$ cat src/rtl/npm_pkg.sv
// shared types and constants of the named position mark table
package npm_pkg;

  localparam int unsigned FuncW   = 3;
  localparam int unsigned NameW   = 8;
  localparam int unsigned LineW   = 20;
  localparam int unsigned ColumnW = 12;

  // operation codes
  localparam logic [FuncW-1:0] FUNC_SET_NAMED = 3'd0;
  localparam logic [FuncW-1:0] FUNC_SET_CTX   = 3'd1;
  localparam logic [FuncW-1:0] FUNC_LOOKUP    = 3'd2;
  localparam logic [FuncW-1:0] FUNC_CLR_ALL   = 3'd3;
  localparam logic [FuncW-1:0] FUNC_CLR_LINE  = 3'd4;

  // names that select the context mark
  localparam logic [NameW-1:0] CTX_NAME_QUOTE    = 8'h27;
  localparam logic [NameW-1:0] CTX_NAME_BACKTICK = 8'h60;

  // letter ranges
  localparam logic [NameW-1:0] UPPER_FIRST = 8'h41;
  localparam logic [NameW-1:0] UPPER_LAST  = 8'h5A;
  localparam logic [NameW-1:0] LOWER_FIRST = 8'h61;
  localparam logic [NameW-1:0] LOWER_LAST  = 8'h7A;

  localparam logic [NameW-1:0] NAME_FREE = 8'h00;

  // controller to datapath commands
  typedef struct packed {
    logic capture;  // take the input word
    logic compare;  // register the match vectors
    logic commit;   // apply the update and load the result
  } npm_cmd_t;

endpackage

$ cat src/rtl/npm_ctrl.sv
// controller of the named position mark table: sequencing and handshakes
module npm_ctrl
  import npm_pkg::*;
(
  input  logic     clk_i,
  input  logic     rst_ni,
  input  logic     in_valid_i,
  output logic     in_stall_o,
  output logic     out_valid_o,
  input  logic     out_stall_i,
  output npm_cmd_t cmd_o
);

  localparam logic [1:0] ST_IDLE    = 2'd0;
  localparam logic [1:0] ST_COMPARE = 2'd1;
  localparam logic [1:0] ST_COMMIT  = 2'd2;

  logic [1:0] state_q, state_d;
  logic       out_valid_q, out_valid_d;
  logic       accept;
  logic       out_free;

  assign accept   = in_valid_i && (state_q == ST_IDLE);
  assign out_free = !out_valid_q || !out_stall_i;

  always_comb begin
    state_d = state_q;
    unique case (state_q)
      ST_IDLE: begin
        if (in_valid_i) state_d = ST_COMPARE;
      end
      ST_COMPARE: begin
        state_d = ST_COMMIT;
      end
      ST_COMMIT: begin
        // hold until the output register can take the word
        if (out_free) state_d = ST_IDLE;
      end
      default: begin
        state_d = ST_IDLE;
      end
    endcase
  end

  always_comb begin
    cmd_o.capture = accept;
    cmd_o.compare = (state_q == ST_COMPARE);
    cmd_o.commit  = (state_q == ST_COMMIT) && out_free;
  end

  always_comb begin
    out_valid_d = out_valid_q;
    if (cmd_o.commit) begin
      out_valid_d = 1'b1;
    end else if (out_valid_q && !out_stall_i) begin
      out_valid_d = 1'b0;
    end
  end

  always_ff @(posedge clk_i or negedge rst_ni) begin
    if (!rst_ni) begin
      state_q     <= ST_IDLE;
      out_valid_q <= 1'b0;
    end else begin
      state_q     <= state_d;
      out_valid_q <= out_valid_d;
    end
  end

  assign in_stall_o  = (state_q != ST_IDLE);
  assign out_valid_o = out_valid_q;

endmodule

$ cat src/rtl/npm_datapath.sv
// datapath of the named position mark table: slots, context mark, result word
module npm_datapath
  import npm_pkg::*;
#(
  parameter int unsigned MARK_SLOTS = 10
) (
  input  logic               clk_i,
  input  logic               rst_ni,
  input  npm_cmd_t           cmd_i,
  input  logic [FuncW-1:0]   func_i,
  input  logic [NameW-1:0]   mark_name_i,
  input  logic [LineW-1:0]   line_ref_i,
  input  logic [ColumnW-1:0] column_pos_i,
  output logic               ok_o,
  output logic [LineW-1:0]   found_line_o,
  output logic [ColumnW-1:0] found_column_o
);

  // captured input word
  logic [FuncW-1:0]   func_q;
  logic [NameW-1:0]   name_q;
  logic [LineW-1:0]   line_q;
  logic [ColumnW-1:0] col_q;

  // slot storage
  logic [NameW-1:0]   names_q [MARK_SLOTS];
  logic [LineW-1:0]   lines_q [MARK_SLOTS];
  logic [ColumnW-1:0] cols_q  [MARK_SLOTS];
  logic [LineW-1:0]   ctx_line_q;
  logic [ColumnW-1:0] ctx_col_q;
  logic               ctx_valid_q;

  // compare stage
  logic [MARK_SLOTS-1:0] name_hit, free_slot, line_hit;
  logic [MARK_SLOTS-1:0] hit_oh_q, free_oh_q, line_hit_q;
  logic                  any_hit_q, any_free_q;
  logic                  is_letter_q, is_ctx_q, ctx_line_match_q;

  // commit stage
  logic [MARK_SLOTS-1:0] wr_slot, clr_slot;
  logic                  wr_name, clr_all, ctx_wr, ctx_clr;
  logic                  ok_d;
  logic [LineW-1:0]      fl_d, hit_line;
  logic [ColumnW-1:0]    fc_d, hit_col;
  logic                  ok_q;
  logic [LineW-1:0]      fl_q;
  logic [ColumnW-1:0]    fc_q;

  always_ff @(posedge clk_i) begin
    if (cmd_i.capture) begin
      func_q <= func_i;
      name_q <= mark_name_i;
      line_q <= line_ref_i;
      col_q  <= column_pos_i;
    end
  end

  always_comb begin
    for (int i = 0; i < MARK_SLOTS; i++) begin
      free_slot[i] = (names_q[i] == NAME_FREE);
      name_hit[i]  = (names_q[i] == name_q) && (name_q != NAME_FREE);
      line_hit[i]  = !free_slot[i] && (lines_q[i] == line_q);
    end
  end

  // lowest set bit isolated, so the commit stage sees one slot only
  always_ff @(posedge clk_i) begin
    if (cmd_i.compare) begin
      hit_oh_q         <= name_hit & (~name_hit + MARK_SLOTS'(1));
      free_oh_q        <= free_slot & (~free_slot + MARK_SLOTS'(1));
      any_hit_q        <= |name_hit;
      any_free_q       <= |free_slot;
      line_hit_q       <= line_hit;
      ctx_line_match_q <= (ctx_line_q == line_q);
      is_letter_q      <= ((name_q >= UPPER_FIRST) && (name_q <= UPPER_LAST)) ||
                          ((name_q >= LOWER_FIRST) && (name_q <= LOWER_LAST));
      is_ctx_q         <= (name_q == CTX_NAME_QUOTE) || (name_q == CTX_NAME_BACKTICK);
    end
  end

  // and-or select of the matching slot's position
  always_comb begin
    hit_line = '0;
    hit_col  = '0;
    for (int i = 0; i < MARK_SLOTS; i++) begin
      hit_line = hit_line | ({LineW{hit_oh_q[i]}} & lines_q[i]);
      hit_col  = hit_col | ({ColumnW{hit_oh_q[i]}} & cols_q[i]);
    end
  end

  always_comb begin
    wr_slot  = '0;
    clr_slot = '0;
    wr_name  = 1'b0;
    clr_all  = 1'b0;
    ctx_wr   = 1'b0;
    ctx_clr  = 1'b0;
    ok_d     = 1'b0;
    fl_d     = '0;
    fc_d     = '0;
    unique case (func_q)
      FUNC_SET_NAMED: begin
        if (is_letter_q) begin
          priority if (any_hit_q) begin
            wr_slot = hit_oh_q;
            ok_d    = 1'b1;
          end else if (any_free_q) begin
            wr_slot = free_oh_q;
            wr_name = 1'b1;
            ok_d    = 1'b1;
          end else begin
            // table full: set refused
          end
        end
      end
      FUNC_SET_CTX: begin
        ctx_wr = 1'b1;
        ok_d   = 1'b1;
      end
      FUNC_LOOKUP: begin
        priority if (is_ctx_q) begin
          if (ctx_valid_q) begin
            ok_d = 1'b1;
            fl_d = ctx_line_q;
            fc_d = ctx_col_q;
          end
        end else if (any_hit_q) begin
          ok_d = 1'b1;
          fl_d = hit_line;
          fc_d = hit_col;
        end else begin
          // not found
        end
      end
      FUNC_CLR_ALL: begin
        clr_all = 1'b1;
        ctx_clr = 1'b1;
      end
      FUNC_CLR_LINE: begin
        clr_slot = line_hit_q;
        ctx_clr  = ctx_valid_q && ctx_line_match_q;
      end
      default: begin
      end
    endcase
  end

  always_ff @(posedge clk_i or negedge rst_ni) begin
    if (!rst_ni) begin
      for (int i = 0; i < MARK_SLOTS; i++) begin
        names_q[i] <= NAME_FREE;
      end
      ctx_valid_q <= 1'b0;
    end else if (cmd_i.commit) begin
      for (int i = 0; i < MARK_SLOTS; i++) begin
        if (clr_all || clr_slot[i]) begin
          names_q[i] <= NAME_FREE;
        end else if (wr_slot[i] && wr_name) begin
          names_q[i] <= name_q;
        end
      end
      if (ctx_wr) begin
        ctx_valid_q <= 1'b1;
      end else if (ctx_clr) begin
        ctx_valid_q <= 1'b0;
      end
    end
  end

  always_ff @(posedge clk_i) begin
    if (cmd_i.commit) begin
      for (int i = 0; i < MARK_SLOTS; i++) begin
        if (wr_slot[i]) begin
          lines_q[i] <= line_q;
          cols_q[i]  <= col_q;
        end
      end
      if (ctx_wr) begin
        ctx_line_q <= line_q;
        ctx_col_q  <= col_q;
      end
      ok_q <= ok_d;
      fl_q <= fl_d;
      fc_q <= fc_d;
    end
  end

  assign ok_o           = ok_q;
  assign found_line_o   = fl_q;
  assign found_column_o = fc_q;

endmodule

$ cat src/rtl/named_position_mark_table_unit.sv
// named position mark table: set, look up and clear named and context marks
// steps: the accepted word is captured, its slots are compared, and then the
// result is committed; commit waits while the result register is blocked
// the controller works on one word at a time: a new word is stalled until the
// compare and commit steps of the previous word are done
// reset: every slot is freed and the context mark is invalid; positions are
// held in unreset registers and read only after they have been written
module named_position_mark_table_unit
  import npm_pkg::*;
#(
  parameter int unsigned MARK_SLOTS = 10
) (
  input  logic               clk_i,
  input  logic               rst_ni,
  input  logic               in_valid_i,
  output logic               in_stall_o,
  input  logic [FuncW-1:0]   func_i,
  input  logic [NameW-1:0]   mark_name_i,
  input  logic [LineW-1:0]   line_ref_i,
  input  logic [ColumnW-1:0] column_pos_i,
  output logic               out_valid_o,
  input  logic               out_stall_i,
  output logic               ok_o,
  output logic [LineW-1:0]   found_line_o,
  output logic [ColumnW-1:0] found_column_o
);

  npm_cmd_t cmd;

  npm_ctrl u_ctrl (
    .clk_i       (clk_i),
    .rst_ni      (rst_ni),
    .in_valid_i  (in_valid_i),
    .in_stall_o  (in_stall_o),
    .out_valid_o (out_valid_o),
    .out_stall_i (out_stall_i),
    .cmd_o       (cmd)
  );

  npm_datapath #(
    .MARK_SLOTS (MARK_SLOTS)
  ) u_datapath (
    .clk_i          (clk_i),
    .rst_ni         (rst_ni),
    .cmd_i          (cmd),
    .func_i         (func_i),
    .mark_name_i    (mark_name_i),
    .line_ref_i     (line_ref_i),
    .column_pos_i   (column_pos_i),
    .ok_o           (ok_o),
    .found_line_o   (found_line_o),
    .found_column_o (found_column_o)
  );

endmodule
$ cat config.mk
export PLATFORM = sky130hd
export DESIGN_NAME = named_position_mark_table_unit
export DESIGN_NICKNAME = d
export VERILOG_FILES = /design/src/rtl/npm_pkg.sv /design/src/rtl/npm_ctrl.sv /design/src/rtl/npm_datapath.sv /design/src/rtl/named_position_mark_table_unit.sv
export SDC_FILE = /design/constraint.sdc
export NUM_CORES = 1
export LEC_CHECK = 0
export BUFFER_PORTS_ARGS = -buffer_cell sky130_fd_sc_hd__buf_2
export CORE_MARGIN = 2
export CORE_UTILIZATION = 50
export CTS_BUF_LIST = sky130_fd_sc_hd__clkbuf_4
export CTS_CLUSTER_DIAMETER = 120
export CTS_CLUSTER_SIZE = 40
export DETAILED_ROUTE_END_ITERATION = 12
export PLACE_DENSITY = 0.69
export SLEW_MARGIN = 20
export SYNTH_ARGS = -nofsm -noshare
export SYNTH_HDL_FRONTEND = slang
export SYNTH_SLANG_ARGS = --single-unit
$ cat constraint.sdc
create_clock -name clk_i -period 5.6 [get_ports clk_i]
set_clock_uncertainty 0.2 [all_clocks]
set_input_delay 0.56 -clock clk_i [delete_from_list [all_inputs] [get_ports clk_i]]
set_output_delay 0.56 -clock clk_i [all_outputs]
set_load 0.05 [all_outputs]
==> impl_metrics.py, run 1 <==
metrics = {
    "status": {
        "status": "completed",
    },
    "clock_network": {
        "worstSkewPairLatency_ns": 0.87,
        "clock_sinks": 547,
        "cts_tree": "yes",
        "clockBufferDepth": 3,
        "cts-resized-gates": 0,
        "post_cts_buffers": 0,
        "cts_buffers": 17,
        "ctsHtreeMaxLevel": 1,
        "clk_pin_slew_ns": 0.39,
        "root_buffer": "clkbuf_4",
        "cts_hold_buf": 46,
    },
    "power": {
        "irDropWorstVdd_mv": 0.257,
        "power_density_mw_per_mm2": 322,
        "combPwrFrac": 0.219,
        "intPower_mw": 5.51,
        "power.share.switching": 0.320,
        "p_switching_mw": 2.59,
        "seq_power_share": 0.620,
        "power_frac_clock": 0.160,
        "finalPower_mw": 8.10,
        "power_leakage_nw": 8.79,
    },
    "logic_synthesis": {
        "yosysMostFrequentCell": "edfxtp_1",
        "async_flop_share": 0.154,
        "synth_seq_area_share": 0.686,
        "synthesis.nets": 1625,
        "syn_inst": 1578,
        "synth_warnings": 0,
        "synth-seq-cells": 547,
        "synth_area_leaders": "edfxtp_1, dfrtp_1, xor2_1, a22o_1, xnor2_1",
        "ys_types": 45,
        "synth_area_per_cell_um2": 14.8,
        "synth_edf_count": 463,
        "netlist_area_mm2": 0.0233,
        "synthFlopType": "edfxtp_1",
        "yosysTopAreaCell": "edfxtp_1",
        "synth_common_cells": "edfxtp_1, xor2_1, a22o_1",
        "synth.top_cell.area_share": 0.596,
    },
    "routing": {
        "num_vias": 14400,
        "route.detailed.drc": 0,
        "drtIter0Drc": 1676,
        "drt_wl_total_um": 62000,
        "first_pass_iters": 5,
        "final_antenna_net_count": 0,
        "wl_per_cell_um": 27.3,
        "routed_via_density": 6.33,
    },
    "sta": {
        "rsz0062_at_grt": "false",
        "tightestPinTransition_ns": 1.14,
        "fmax_mhz": 301,
        "tns_ns": 0,
        "hold_viol": 0,
        "fin_crit_sh": 0.593,
        "min_period_ns": 3.32,
        "hold_slack_ns": 0.0432,
        "maxSlewHeadroom": 0.240,
        "setup_violations": 0,
        "slew_violations": 0,
    },
    "critical_path": {
        "cp_cell_sequence": "or4b_4 -> or3_4 -> nor2_4",
        "worstSetupPathType": "flop to flop",
        "crit_slowest_cell": "nor2_4",
        "cpLargestDelayFamily": "simple AND/OR/NAND/NOR gates",
        "cp-start-kind": "flop",
        "endpoint_kind": "flop",
        "max_stage_delay_ns": 0.91,
        "worst_ep_required_time_ns": 5.91,
        "critPathArrivalTime_ns": 3.63,
        "worstPathMaxFanout": 32,
        "worst-path-buf-inv": 0,
    },
    "flow_run": {
        "cap_violations": 0,
    },
    "layout": {
        "post-route-cell-area_mm2": 0.0252,
        "areaGrowthSynthToFinish_pct": 7.92,
        "nFillCells": 3735,
        "drive_above_1_share": 0.107,
        "fin_nets": 1708,
        "instances_no_fill": 2275,
    },
    "placement": {
        "dp_cells": 2202,
        "dpl.hpwl_um": 39900,
        "io_buffers": 81,
        "routabilityCongestion": 0.932,
        "placed_area_mm2": 0.0245,
    },
    "global_routing": {
        "antenna_found_initial": 1,
        "grt_max_degree": 85,
        "track_usage": 0.253,
        "grt_pass1_wl_um": 89900,
        "grt-ovfl-total": 0,
        "grt_pass1_vias": 13800,
    },
    "floorplan": {
        "die_y_um": 220,
        "core_area_mm2": 0.0463,
        "chipWidth_um": 220,
        "die_area_mm2": 0.0484,
        "start_util": 0.504,
        "io_pins": 82,
        "rows": 79,
    },
    "min_path": {
        "min_path_type": "input pin to async pin",
    },
}
## flip-flops by register name, summed over array words and instances, names as in the netlist, 2 cells and up
| register | count |
|---|---|
| u_datapath.found_column_o | 12 |
| u_datapath.cols_q | 120 |
| u_datapath.line_hit_q | 10 |
| u_datapath.found_line_o | 20 |
| u_datapath.col_q | 12 |
| u_datapath.ctx_col_q | 12 |
| u_datapath.line_q | 20 |
| u_ctrl.state_q | 2 |
| u_datapath.func_q | 3 |
| u_datapath.free_oh_q | 10 |
| u_datapath.lines_q | 200 |
| u_datapath.names_q | 80 |
| u_datapath.name_q | 8 |
| u_datapath.hit_oh_q | 10 |
| u_datapath.ctx_line_q | 20 |
## power by group through the flow
| stage | logic, mW | registers (mW) | clock network [mW] |
|---|---|---|---|
| finish | 1.78 | 5.02 | 1.30 |
| global placement | 1.71 | 5.09 | 0 |
| floorplan | 1.00 | 5.15 | 0 |
| global route | 1.88 | 5.05 | 1.42 |
| detailed placement | 1.73 | 5.10 | 0 |
| CTS | 1.76 | 5.02 | 1.32 |
## placed cells by master (no fill, tap or decap), types with 37 or more instances in the layout
master and count:
a21oi_1 44, a221oi_1 64, a22o_1 144, a22oi_1 37, buf_2 80, buf_4 43, dfrtp_1 84, dlygate4sd3_1 46
edfxtp_1 463, nand2_1 39, nor2_1 55, nor4_1 68, xnor2_1 112, xor2_1 188
## through the flow
stage / util / worst slack [ns]
after floorplan: - / 0.480
final: 0.544 / 2.28
after global placement: 0.529 / 2.28
after detailed placement: 0.530 / 2.31
after CTS: 0.544 / 2.24
after global routing: 0.544 / 2.15
## worst reg2reg max path, stage by stage, from the launching register on
cell	delay [ns]
edfxtp_1	0.61
or4b_4	0.58
or3_4	0.64
nor2_4	0.93
## kinds of logic (layout without fill, tap and decap cells)
logic type,Yosys count,in the layout,share of synthesized area
other cells,0,2,0
buf+inv,111,199,0.0204
simple gates,286,286,0.0694
flops,547,547,0.686
xor+xnor,300,300,0.113
compound gates,334,334,0.112
## routing by layer
metal | GRT usage | share of wire
met1 | 0.351 | 0.41
met2 | 0.417 | 0.48
met3 | 0.0324 | 0.072
met4 | 0.0763 | 0.031
met5 | 0 | 0
## cell type report
| type | count | area [um^2] | share of cell area |
|---|---|---|---|
| Sequential cell | 547 | 16000 | 0.636 |
| Clock inverter | 1 | 16.3 | 0.000646 |
| Antenna cell | 2 | 5.00 | 0.000199 |
| Inverter | 3 | 12.5 | 0.000497 |
| Timing Repair Buffer | 172 | 1240 | 0.0493 |
| Tap cell | 607 | 759 | 0.0302 |
| Clock buffer | 23 | 173 | 0.00686 |
| Multi-Input combinational cell | 920 | 6960 | 0.277 |
## path summary, 6_finish.rpt
check / start / to / slack (ns) / cells after the start
hold reg to reg: u_ctrl.out_valid_o / u_ctrl.out_valid_o / 0.36 / 2
min in group clk_i: line_ref_i[14] / u_datapath.line_q[14] / 0.15 / 2
setup / recovery: u_datapath.func_q[0] / u_datapath.cols_q[3][10] / 2.28 / 3
hold / removal: rst_ni / u_datapath.names_q[53] / 0.04 / 2
max in group asynchronous: rst_ni / u_ctrl.state_q[0] / 4.61 / 2
setup reg to reg: u_datapath.func_q[0] / u_datapath.cols_q[3][10] / 2.28 / 3
Power figures use the tool's default switching activity.
==> run 2, diff against run 1 <==
--- a/config.mk
+++ b/config.mk
@@ -12,7 +12,7 @@
 export CTS_CLUSTER_DIAMETER = 120
 export CTS_CLUSTER_SIZE = 40
 export DETAILED_ROUTE_END_ITERATION = 12
-export PLACE_DENSITY = 0.69
+export PLACE_DENSITY = 0.71
 export SLEW_MARGIN = 20
 export SYNTH_ARGS = -nofsm -noshare
 export SYNTH_HDL_FRONTEND = slang
==> constraint.sdc (replaced) <==
create_clock -name clk_i -period 2.75 [get_ports clk_i]
set_clock_uncertainty 0.2 [all_clocks]
set_input_delay 0.275 -clock clk_i [delete_from_list [all_inputs] [get_ports clk_i]]
set_output_delay 0.275 -clock clk_i [all_outputs]
set_load 0.05 [all_outputs]
==> impl_metrics.py, run 2 (synthesis gave the netlist of run 1 again) <==
metrics = {
    "sta": {
        "tightestPinTransition_ns": 0.793,
        "maxSlewHeadroom": 0.466,
        "fmax_mhz": 383,
        "hold_slack_ns": 0.128,
        "slew_violations": 0,
        "hold_viol": 0,
        "finalWorstSetupSlack_ns": 0.137,
        "min_period_ns": 2.61,
        "rsz0062_at_grt": "false",
        "setup_violations": 0,
        "tns_ns": 0,
        "fin_crit_sh": 0.950,
    },
    "placement": {
        "pre_cts_ws_ns": 0.145,
        "dp_cells": 2271,
        "io_buffers": 81,
        "routabilityCongestion": 0.915,
        "dpl.hpwl_um": 40700,
    },
    "power": {
        "power_leakage_nw": 9.47,
        "combPwrFrac": 0.229,
        "p_switching_mw": 5.27,
        "seq_power_share": 0.605,
        "power_density_mw_per_mm2": 635,
        "intPower_mw": 11.6,
        "finalPower_mw": 16.8,
        "power_frac_clock": 0.167,
        "power.share.switching": 0.313,
        "irDropWorstVdd_mv": 0.356,
    },
    "critical_path": {
        "r2r_start": "u_datapath.func_q[0]",
        "worstPathMaxFanout": 32,
        "ff2ff_path_depth": 5,
        "rrSetupSlack_ns": 0.14,
        "critPathArrivalTime_ns": 3.03,
        "worst_ep_required_time_ns": 3.17,
        "endpoint_kind": "flop",
        "cp-start-kind": "flop",
        "worstSetupPathType": "flop to flop",
        "worstReg2RegEnd": "u_datapath.cols_q[0][4]",
    },
    "flow_run": {
        "cap_violations": 0,
    },
    "clock_network": {
        "cts_tree": "yes",
        "root_buffer": "clkbuf_4",
        "ctsHtreeMaxLevel": 1,
        "clockBufferDepth": 3,
        "cts_buffers": 18,
        "clock_sinks": 547,
        "clk_pin_slew_ns": 0.39,
        "worstSkewPairLatency_ns": 0.89,
    },
    "routing": {
        "routed_via_density": 6.11,
        "first_pass_iters": 5,
        "route.detailed.drc": 0,
        "num_vias": 14700,
        "final_antenna_net_count": 0,
        "drtIter0Drc": 2030,
        "drt_wl_total_um": 61000,
        "wl_per_cell_um": 25.3,
    },
    "floorplan": {
        "io_pins": 82,
        "core_area_mm2": 0.0463,
        "die_area_mm2": 0.0484,
        "chipWidth_um": 220,
        "rows": 79,
        "die_y_um": 220,
        "start_util": 0.504,
    },
    "layout": {
        "multi_input_area_mm2": 0.00697,
        "final_cell_mix": "edfxtp_1, xor2_1, a22o_1",
        "layout_commonest_cell": "edfxtp_1",
        "nFillCells": 3635,
        "register_area_mm2": 0.0160,
        "regMostFlops": "u_datapath.lines_q",
        "drive_above_1_share": 0.147,
        "fin_nets": 1833,
        "instances_no_fill": 2408,
        "largest_reg_flops": 200,
        "areaGrowthSynthToFinish_pct": 13.6,
        "reg_top3": "u_datapath.lines_q x200, u_datapath.cols_q x120, u_datapath.names_q x80",
    },
    "global_routing": {
        "grt-ovfl-total": 0,
        "grt_max_degree": 43,
        "track_usage": 0.251,
        "grt_pass1_vias": 14300,
        "grt_pass1_wl_um": 89900,
        "antenna_found_initial": 2,
    },
    "min_path": {
        "hold_start": "out_stall_i",
        "min_path_type": "input pin to flop",
        "hold_depth": 4,
        "hold_end": "u_ctrl.state_q[1]",
    },
    "status": {
        "status": "completed",
    },
}
[run 2: per-layer routing]
layer,vias to the layer above,GRT usage,share of wire
li1,6508,-,-
met1,7482,0.347,0.41
met2,636,0.416,0.49
met3,91,0.0288,0.069
met4,0,0.0837,0.033
met5,-,0,0
[run 2: per-stage QoR]
step / util / cell area, um^2
floorplan: - / 23500
detailed placement: 0.545 / 25200
global route: 0.573 / 26500
finish: 0.573 / 26500
global placement: 0.545 / 25200
CTS: 0.571 / 26400
[run 2: worst max-delay path, stage by stage (launching register included)]
cell and delay, ns:
edfxtp_1 0.48, or4b_4 0.56, or3_4 0.51, buf_4 0.22
a21oi_4 0.14, buf_12 0.24
[run 2: power groups by stage]
stage	Clock, mW	Sequential, mW	Combinational (mW)
2_1_floorplan	0	10.5	2.07
3_5_place_dp	0	10.3	3.71
6_report	2.80	10.2	3.85
5_1_grt	3.08	10.2	4.10
4_1_cts	2.86	10.2	3.83
3_3_place_gp	0	10.3	3.66
[run 2: layout make-up]
type,instances,share of cell area
repair buffers,296,0.0939
multi-input cells,920,0.263
diodes,3,0.000283
well taps,607,0.0286
clock inverters,5,0.00231
clock buffers,27,0.00765
flip-flops and latches,547,0.604
inverters,3,0.000425
[run 2: timing repair]
action / in CTS / in global routing
endpoints found under the setup margin: 0 / 3
hold endpoints to repair: 205 / 0
setup buffers: 0 / 9
hold buffers: 93 / 0
resized for setup: 0 / 0
[run 2: how the worst max path moves through the flow]
stage | startpoint | endpoint | slack [ns]
floorplan | u_datapath.func_q[0] | u_datapath.cols_q[4][0] | -0.13
global placement | u_datapath.func_q[0] | u_datapath.cols_q[6][0] | 0.16
detailed placement | u_datapath.func_q[0] | u_datapath.cols_q[7][11] | 0.15
CTS | u_datapath.func_q[0] | u_datapath.lines_q[6][11] | 0.02
global route | u_datapath.func_q[0] | u_datapath.lines_q[6][11] | 0.09
finish | u_datapath.func_q[0] | u_datapath.cols_q[0][4] | 0.14
==> run 3, diff against run 2 <==
--- a/config.mk
+++ b/config.mk
@@ -5,7 +5,8 @@
 export SDC_FILE = /design/constraint.sdc
 export NUM_CORES = 1
 export LEC_CHECK = 0
-export BUFFER_PORTS_ARGS = -buffer_cell sky130_fd_sc_hd__buf_2
+export BUFFER_PORTS_ARGS = -buffer_cell sky130_fd_sc_hd__buf_4
+export CAP_MARGIN = 5
 export CORE_MARGIN = 2
 export CORE_UTILIZATION = 50
 export CTS_BUF_LIST = sky130_fd_sc_hd__clkbuf_4
==> impl_metrics.py, run 3 (synthesis gave the netlist of run 1 again) <==
metrics = {
    "floorplan": {
        "die_y_um": 220,
        "core_area_mm2": 0.0463,
        "io_pins": 82,
        "die_area_mm2": 0.0484,
        "rows": 79,
        "chipWidth_um": 220,
        "start_util": 0.504,
    },
    "critical_path": {
        "ff2ff_path_depth": 6,
        "critPathArrivalTime_ns": 3.14,
        "worst_ep_required_time_ns": 3.26,
        "worst-path-buf-inv": 2,
        "worstSetupPathType": "flop to flop",
        "worstPathMaxFanout": 16,
        "worstReg2RegEnd": "u_datapath.ctx_line_match_q",
        "cpLargestDelayFamily": "flip-flops",
        "cp-start-kind": "flop",
        "cp_cell_sequence": "xor2_1 -> nor4_1 -> buf_4 -> nand3_1 -> nor3_1 -> buf_4",
        "endpoint_kind": "flop",
        "max_stage_delay_ns": 0.90,
        "crit_slowest_cell": "edfxtp_1",
        "path_common_cell": "buf_4",
        "r2r_start": "u_datapath.line_q[3]",
        "rrSetupSlack_ns": 0.13,
    },
    "layout": {
        "multi_input_area_mm2": 0.00697,
        "regMostFlops": "u_datapath.lines_q",
        "fin_nets": 1827,
        "layout_commonest_cell": "edfxtp_1",
        "drive_above_1_share": 0.141,
        "nFillCells": 3614,
        "reg_top3": "u_datapath.lines_q x200, u_datapath.cols_q x120, u_datapath.names_q x80",
        "final_cell_mix": "edfxtp_1, xor2_1, buf_4",
        "instances_no_fill": 2396,
        "largest_reg_flops": 200,
        "register_area_mm2": 0.0160,
        "final_core_util": 0.575,
        "areaGrowthSynthToFinish_pct": 14.1,
    },
    "clock_network": {
        "cts_buffers": 17,
        "cts_tree": "yes",
        "worstSkewPairLatency_ns": 0.90,
        "root_buffer": "clkbuf_4",
        "clock_sinks": 547,
        "ctsHtreeMaxLevel": 1,
        "cts-resized-gates": 0,
        "clockBufferDepth": 3,
        "clk_pin_slew_ns": 0.40,
    },
    "sta": {
        "tightestPinTransition_ns": 0.857,
        "min_period_ns": 2.62,
        "slew_violations": 0,
        "setup_violations": 0,
        "tns_ns": 0,
        "maxSlewHeadroom": 0.429,
        "fin_crit_sh": 0.954,
        "fmax_mhz": 381,
        "rsz0062_at_grt": "false",
        "finalWorstSetupSlack_ns": 0.127,
        "hold_viol": 0,
    },
    "power": {
        "p_switching_mw": 5.18,
        "power_leakage_nw": 9.48,
        "intPower_mw": 11.5,
        "power.share.switching": 0.311,
        "power_density_mw_per_mm2": 626,
        "irDropWorstVdd_mv": 0.387,
        "combPwrFrac": 0.235,
        "power_frac_clock": 0.153,
        "seq_power_share": 0.611,
    },
    "global_routing": {
        "antenna_found_initial": 1,
        "grt_max_degree": 44,
        "grt_pass1_vias": 14400,
        "grt-busiest-layer": "met2",
        "grtUsageMet2": 0.413,
        "track_usage": 0.251,
        "grt_util_met1": 0.353,
        "grt_pass1_wl_um": 90300,
        "grt-ovfl-total": 0,
        "use_met3": 0.0259,
    },
    "placement": {
        "io_buffers": 81,
        "routabilityCongestion": 0.895,
        "dp_cells": 2270,
        "pre_cts_ws_ns": 0.111,
        "dpl.hpwl_um": 41000,
    },
    "routing": {
        "route.detailed.drc": 0,
        "drt_wl_total_um": 61100,
        "wl_per_cell_um": 25.5,
        "routed_via_density": 6.16,
        "num_vias": 14800,
        "first_pass_iters": 5,
        "drtIter0Drc": 1789,
        "final_antenna_net_count": 0,
    },
    "status": {
        "status": "completed",
    },
    "min_path": {
        "min_path_type": "input pin to async pin",
    },
    "flow_run": {
        "cap_violations": 0,
    },
}
[run 3: layer usage]
metal | vias to the layer above | wire length (um)
met5 | - | 0
met1 | 7500 | 25100
li1 | 6496 | -
met2 | 680 | 29600
met4 | 0 | 2200
met3 | 86 | 4180
[run 3: per-stage QoR]
step           hold WS, ns  total power, mW  cell area, um^2
2_1_floorplan       -0.221             12.6            23500
3_3_place_gp        0.0561             14.1            25400
3_5_place_dp        0.0608             14.1            25400
4_1_cts              0.170             16.7            26600
5_1_grt              0.165             17.3            26600
6_report             0.216             16.7            26600
[run 3: repair_timing]
action                                  in CTS  in global routing
endpoints found under the setup margin       0                  8
hold buffers                                93                  0
endpoints found under the hold margin      206                  0
buffers inserted                             0                  5
[run 3: area by class of cell]
| class | count | share of cell area |
|---|---|---|
| inverters | 3 | 0.000423 |
| clock buffers | 21 | 0.00592 |
| diodes | 4 | 0.000376 |
| well taps | 607 | 0.0285 |
| multi-input cells | 920 | 0.262 |
| clock inverters | 3 | 0.000705 |
| flip-flops and latches | 547 | 0.601 |
| repair buffers | 291 | 0.101 |
[run 3: how the worst max path moves through the flow]
stage,startpoint,endpoint,slack [ns],depth (start not counted)
finish,u_datapath.line_q[3],u_datapath.ctx_line_match_q,0.13,6
floorplan,u_datapath.func_q[0],u_datapath.cols_q[4][0],-0.13,6
global placement,u_datapath.func_q[0],u_datapath.names_q[17],0.18,6
CTS,u_datapath.func_q[0],u_datapath.names_q[20],0.08,6
detailed placement,u_datapath.func_q[0],u_datapath.names_q[20],0.11,6
global route,u_datapath.line_q[3],u_datapath.ctx_line_match_q,0.04,6
[run 3: power groups by stage]
stage               combinational [mW]  sequential [mW]  clock, mW
finish                            3.92             10.2       2.56
global route                      4.18             10.3       2.84
CTS                               3.90             10.2       2.61
detailed placement                3.78             10.4          0
global placement                  3.71             10.3          0
floorplan                         2.07             10.5          0
[run 3: worst register-to-register path, cell delays in order (launching register included)]
cell      delay [ns]
edfxtp_1        0.90
xor2_1          0.16
nor4_1          0.36
buf_4           0.20
nand3_1         0.12
nor3_1          0.28
buf_4           0.21
